## src/rtl/tmx_pkg.sv

```systemverilog
// ----------------------------------------------------------------------------
// tmx_pkg
// Shared types and command codes for the 4x4 transform matrix unit.
// ----------------------------------------------------------------------------
package tmx_pkg;

  typedef enum logic [2:0] {
    CmdIdentity = 3'd0,
    CmdZero     = 3'd1,
    CmdTranslate = 3'd2,
    CmdScale    = 3'd3,
    CmdOrtho    = 3'd4,
    CmdLoadRow  = 3'd5,
    CmdMultiply = 3'd6,
    CmdRead     = 3'd7
  } cmd_e;

  typedef struct packed {
    logic [2:0]         command;
    logic [1:0]         row_select;
    logic signed [31:0] value_a;
    logic signed [31:0] value_b;
    logic signed [31:0] value_c;
    logic signed [31:0] value_d;
    logic signed [31:0] value_e;
    logic signed [31:0] value_f;
  } cmd_t;

  localparam int unsigned CmdWidth = $bits(cmd_t);

endpackage

```

## src/rtl/tmx_fifo.sv

```systemverilog
// ----------------------------------------------------------------------------
// tmx_fifo
// Two-entry command queue between the intake stage and the execute engine.
// ----------------------------------------------------------------------------
module tmx_fifo import tmx_pkg::*; (
  input  logic clk_i,
  input  logic rst_ni,
  input  logic push_i,
  input  cmd_t push_data_i,
  output logic full_o,
  input  logic pop_i,
  output logic empty_o,
  output cmd_t pop_data_o
);

  cmd_t       mem_q [2];
  logic       wr_q, rd_q;
  logic [1:0] cnt_q;

  assign full_o     = cnt_q == 2'd2;
  assign empty_o    = cnt_q == 2'd0;
  assign pop_data_o = mem_q[rd_q];

  always_ff @(posedge clk_i) begin
    if (push_i) mem_q[wr_q] <= push_data_i;
  end

  always_ff @(posedge clk_i or negedge rst_ni) begin
    if (!rst_ni) begin
      wr_q  <= 1'b0;
      rd_q  <= 1'b0;
      cnt_q <= 2'd0;
    end else begin
      if (push_i) wr_q <= ~wr_q;
      if (pop_i)  rd_q <= ~rd_q;
      cnt_q <= cnt_q + {1'b0, push_i} - {1'b0, pop_i};
    end
  end

endmodule

```

## config.mk

```make
export PLATFORM = sky130hd
export DESIGN_NAME = tmx_fifo
export DESIGN_NICKNAME = d
export VERILOG_FILES = /design/src/rtl/tmx_pkg.sv /design/src/rtl/tmx_fifo.sv
export SDC_FILE = /design/constraint.sdc
export NUM_CORES = 1
export LEC_CHECK = 0
export ABC_AREA = 0
export BUFFER_PORTS_ARGS = -buffer_cell sky130_fd_sc_hd__buf_4
export CORE_UTILIZATION = 49
export CTS_BUF_LIST = sky130_fd_sc_hd__clkbuf_4 sky130_fd_sc_hd__clkbuf_8
export CTS_CLUSTER_SIZE = 28
export DETAILED_ROUTE_END_ITERATION = 10
export PLACE_DENSITY = 0.78
export SKIP_CTS_REPAIR_TIMING = 1
export SYNTH_ARGS = -nofsm -noshare
export SYNTH_HDL_FRONTEND = slang
export SYNTH_SLANG_ARGS = --single-unit
```

## constraint.sdc

```tcl
create_clock -name clk_i -period 9.2 [get_ports clk_i]
set_input_delay 1.38 -clock clk_i [delete_from_list [all_inputs] [get_ports clk_i]]
set_output_delay 1.38 -clock clk_i [all_outputs]
set_load 0.1 [all_outputs]
```

## After elaboration in Yosys (flattened, before gate mapping)

Memory sizes are Yosys's and may differ from the RTL's.
Index checks and enable logic that the tools add are counted.

| operators by class | value |
|---|---|
| equal/unequal tests | 1 |
| add/sub/neg operators | 2 |
| multiplexer cells | 2 |
| reductions and logical operators | 1 |
| bitwise operators | 2 |

Operators with widths:

| cell | count |
|---|---|
| $add 2x1->2 | 1 |
| $eq 2x2->1 const B | 1 |
| $logic_not 2->1 | 1 |
| $mux 1 | 2 |
| $not 1->1 | 2 |
| $sub 2x1->2 | 1 |

| storage, ports and cells | value |
|---|---|
| memories kept | 1 |
| register bits | 4 |
| RAM bits | 394 |
| output and inout port bits | 199 |

Memory list:

| memory | depth | bits a word | read ports | clocked after memory_dff | wr ports | line | source |
|---|---|---|---|---|---|---|---|
| mem_q | 2 | 197 | 1 | 0 | 1 | tmx_fifo.sv:16 | `cmd_t mem_q [2];` |

## Logic depth before layout (Yosys ltp)

| logic depth | value |
|---|---|
| word-level depth | 2 |
| depth in mapped cells | 5 |
| mapped depth without buffers | 5 |

## Least setup slack after synthesis

OpenSTA, ideal clock, no wires.

| timing path | value |
|---|---|
| path kind | input to register |
| start | input port push_i |
| end | memory mem_q[0][0] (netlist bit) (enable) |
| path slack | -1456 ps |
| setup time | 781 ps |
| data arrival time | 9875 ps |
| stages on the path | 1 |
| cells stage by stage | nor2b_1 |

| on the way | value |
|---|---|
| longest elaborated chain between the ends | 2 |

RTL lines:

| item | line | source |
|---|---|---|
| start, declared | tmx_fifo.sv:8 | `input logic push_i,` |
| $mux 1 | tmx_fifo.sv:25 | `if (push_i) mem_q[wr_q] <= push_data_i;` |
| $mux 1 (implied by the code) | tmx_fifo.sv:25 |  |
| end, declared | tmx_fifo.sv:16 |  |

No other way between the ends.

==> flow_summary.html <==
<table>
<tr><th>Metric</th><th>Value</th></tr>
<tr><th colspan="2">STA</th></tr>
<tr><td>Max-slew violation count</td><td>0</td></tr>
<tr><td>Clock skew</td><td>about 0.018 ns</td></tr>
<tr><td>Final Hold Violating Endpoints</td><td>0</td></tr>
<tr><td>Share of the clock period used by the worst path</td><td>0.5235</td></tr>
<tr><td>Final hold slack</td><td>0.5597 ns</td></tr>
<tr><td>Total Negative Setup Slacks</td><td>0 ns</td></tr>
<tr><td>Headroom to the max-slew limit</td><td>0.2591</td></tr>
<tr><td>Highest clock frequency the design can meet</td><td>about 0.21 GHz</td></tr>
<tr><td>Count of endpoints failing setup in the final report</td><td>0</td></tr>
<tr><td>Setup repair after global routing missed its margin</td><td>no</td></tr>
<tr><td>Final worst path period need</td><td>4.816 ns</td></tr>
<tr><td>Slew at the pin closest to its max-slew limit</td><td>~1.1 ns</td></tr>
<tr><th colspan="2">Global route</th></tr>
<tr><td>Wire length of the first global-routing pass</td><td>43.12 mm</td></tr>
<tr><td>Maximum number of pins on one net before global-route repair</td><td>between 80 and 90</td></tr>
<tr><td>Antenna violations before repair</td><td>0</td></tr>
<tr><td>Grt total ovfl</td><td>0</td></tr>
<tr><td>All-layer global routing usage</td><td>0.1869</td></tr>
<tr><td>Number of global-route vias before repair</td><td>7,983</td></tr>
<tr><th colspan="2">Route</th></tr>
<tr><td>DRT Wirelength</td><td>between 20 and 30 mm</td></tr>
<tr><td>Vias per inst</td><td>4.989</td></tr>
<tr><td>Number of vias after detailed routing</td><td>between 7,000 and 8,000</td></tr>
<tr><td>Number of violations reported at the end of detailed-routing iteration 0</td><td>342</td></tr>
<tr><td>Post-DR wirelength/cell</td><td>19.76 um</td></tr>
<tr><td>Number of remaining DRC errors</td><td>0</td></tr>
<tr><td>Number of nets with antenna violations after detailed routing</td><td>0</td></tr>
<tr><td>Number of optimization iterations in the first detailed-route pass</td><td>4</td></tr>
<tr><th colspan="2">Worst setup path</th></tr>
<tr><td>Critical path endpoint category</td><td>output port</td></tr>
<tr><td>Worst path arrival time</td><td>3.44 ns</td></tr>
<tr><td>Worst path max stage delay</td><td>1.14 ns</td></tr>
<tr><td>Type of the setup path with the least slack</td><td>reg -&gt; out</td></tr>
<tr><td>Category of the worst setup path launch point</td><td>register</td></tr>
<tr><td>CP Depth</td><td>3</td></tr>
<tr><td>Number of cells on the worst reg-to-reg path</td><td>3</td></tr>
<tr><td>Total buffers and inverters traversed by the critical path</td><td>2</td></tr>
<tr><td>Cell type of the slowest stage on the worst timing path</td><td>dfrtp_4</td></tr>
<tr><td>Worst path cell trace</td><td>buf_4 -&gt; mux2_2 -&gt; buf_4</td></tr>
<tr><td>Crit-path most repeated cell</td><td>buf_4</td></tr>
<tr><td>Max Fanout on Critical Path</td><td>80</td></tr>
<tr><td>Cell family with most CP delay</td><td>buffers and inverters</td></tr>
<tr><td>Data required time of the critical path</td><td>slightly below 8 ns</td></tr>
<tr><th colspan="2">Synthesis</th></tr>
<tr><td>Compound-gate portion of the synthesized area</td><td>0</td></tr>
<tr><td>Part of the Yosys area used for sequential elements</td><td>0.8046</td></tr>
<tr><td>Adder-cell share of the synthesized area</td><td>0.001687</td></tr>
<tr><td>Post-synthesis average cell area</td><td>23.61 sq um</td></tr>
<tr><td>EDFF count, synth</td><td>around 400</td></tr>
<tr><td>Commonest cells in the netlist</td><td>394 x edfxtp_1, 101 x mux2_4, 96 x mux2_2, 15 x buf_6, 7 x buf_2</td></tr>
<tr><td>Most used standard cell by instance count after synthesis</td><td>edfxtp_1</td></tr>
<tr><td>Cell type contributing the most total cell area after synthesis</td><td>edfxtp_1</td></tr>
<tr><td>Xor/xnor share of the synthesized area</td><td>0.002784</td></tr>
<tr><td>Main combinational cell family by area after synthesis</td><td>multiplexers</td></tr>
<tr><td>Simple-gate portion of the synthesized area</td><td>0.001519</td></tr>
<tr><td>Total number of yosys warnings</td><td>0</td></tr>
<tr><td>Unique cell type count in the Yosys netlist</td><td>13</td></tr>
<tr><td>Post-synth ARST share</td><td>0.01005</td></tr>
<tr><td>Synthesized instance count</td><td>between 600 and 700</td></tr>
<tr><td>Top_reg_cell synth</td><td>edfxtp_1</td></tr>
<tr><td>Total of flip-flops plus latches after synthesis</td><td>398</td></tr>
<tr><td>Share of the synthesized area in the top cell type</td><td>0.7978</td></tr>
<tr><td>Summed instance area of the synthesized netlist</td><td>14,830 sq um</td></tr>
<tr><td>Cell types occupying the most area after synthesis</td><td>edfxtp_1 80%, mux2_4 10%, mux2_2 7.3%, buf_6 1.1%, dfrtp_1 0.67%</td></tr>
<tr><td>Syn Nets</td><td>831</td></tr>
<tr><td>Multiplexer fraction of the synthesized cell area</td><td>0.1752</td></tr>
<tr><th colspan="2">Die</th></tr>
<tr><td>IO Pins</td><td>400</td></tr>
<tr><td>Number of core rows</td><td>63</td></tr>
<tr><td>Width of the die</td><td>roughly 180 um</td></tr>
<tr><td>DIE HEIGHT</td><td>176.0 um</td></tr>
<tr><td>DIE AREA</td><td>30,960 sq um</td></tr>
<tr><td>Initial cell density of the core</td><td>0.4990</td></tr>
<tr><td>Core Box Area</td><td>29,720 sq um</td></tr>
<tr><th colspan="2">Clock tree</th></tr>
<tr><td>Worst-path clk slew</td><td>0.06 ns</td></tr>
<tr><td>CTS H-tree depth</td><td>3</td></tr>
<tr><td>TritonCTS buffer count</td><td>67</td></tr>
<tr><td>CTS tree</td><td>yes</td></tr>
<tr><td>Clock root cell</td><td>clkbuf_8</td></tr>
<tr><td>Clock sink count</td><td>between 300 and 400</td></tr>
<tr><td>Maximum clock insertion buffer count</td><td>3</td></tr>
<tr><td>Clk_lat worst skew</td><td>0.56 ns</td></tr>
<tr><th colspan="2">Final layout</th></tr>
<tr><td>Relative area change from synthesis to final layout</td><td>30.80%</td></tr>
<tr><td>Ratio of cells with drive above 1 in the final layout</td><td>0.6275</td></tr>
<tr><td>Antenna diode instance count</td><td>0</td></tr>
<tr><td>Non-filler instance count after layout</td><td>about 1,500</td></tr>
<tr><td>Post-route cell area</td><td>19,400 sq um</td></tr>
<tr><td>Nets</td><td>about 1,300</td></tr>
<tr><th colspan="2">Placement</th></tr>
<tr><td>Final HPWL from detailed placement</td><td>19.88 mm</td></tr>
<tr><td>Number of input and output port buffers inserted</td><td>approximately 400</td></tr>
<tr><td>Routability congestion estimate</td><td>between 0.7 and 0.8</td></tr>
<tr><td>Area post-placement</td><td>18,170 sq um</td></tr>
<tr><td>Number of instances in the placed design</td><td>1,402</td></tr>
<tr><th colspan="2">Min path</th></tr>
<tr><td>Worst hold stages</td><td>1</td></tr>
<tr><td>Type of the tightest min-delay check</td><td>reg -&gt; reg</td></tr>
<tr><th colspan="2">Job</th></tr>
<tr><td>Max cap viols</td><td>0</td></tr>
<tr><th colspan="2">Outcome</th></tr>
<tr><td>Outcome</td><td>complete, no violations</td></tr>
</table>
[cells by family after synthesis]
group | after synthesis
xor gates and xnor gates | 3
adders and majority gates | 2
buffers and inverters | 24
and+or+nand+nor | 4
DFF | 398
muxes | 197
[final timing paths]
kind | startpoint | to | slack [ns]
max in group asynchronous | rst_ni | rd_q | 8.48
min reg2reg | wr_q | wr_q | 0.56
min in group asynchronous | rst_ni | rd_q | 0.61
max | rd_q | pop_data_o[11] | 4.38
max reg2reg | wr_q | mem_q[0][70] | 6.43
min | wr_q | wr_q | 0.56
[layer usage]
metal	track usage	share of wire	routed length [um]	vias to the layer above
met4	0.07464	0.022	670	0
met3	0.07235	0.098	2942	53
met2	0.3315	0.53	15900	327
met1	0.1990	0.35	10360	3753
li1	-	-	-	3411
met5	0	0	0	-
[cells in the final DEF, fill, tap and decap left out, drive strengths merged]
cell / n
buf: 406
edfxtp: 394
mux2: 197
clkbuf: 90
clkinv: 15
inv: 5
dfrtp: 4
xor2: 2
ha: 2
clkinvlp: 2
nor2b: 2
xor3: 1
and2: 1
nor2: 1
[stage by stage]
stage | worst slack (ns) | utilization
finish | 4.384 | 0.6527
global route | 4.182 | 0.6527
CTS | 4.332 | 0.6527
detailed placement | 4.938 | 0.6116
global placement | 4.912 | 0.6116
floorplan | 2.251 | -
[state kept, by name (all words and copies together), names as in the netlist]
name / flops
cnt_q: 2
wr_q: 1
rd_q: 1
mem_q: 394
[worst register-to-register path: cells and delay by family (launching register included)]
| kind | cells | cell delay [ns] |
|---|---|---|
| buf+inv | 2 | 1.27 |
| flops | 1 | 0.43 |
| simple gates | 1 | 0.60 |
[layout make-up]
type | instances | area, sq um
multi-input combinational | 206 | 2696
clock buffer | 90 | 1101
clock inverter | 20 | 120.1
sequential | 398 | 11940
tap | 390 | 488.0
fill | 2034 | 10320
inverter | 2 | 7.507
timing repair buffer | 406 | 3048
Power is left out: the tool's default activity adds up to more than one toggle a clock period on the data nets, which glitch-free logic cannot reach.
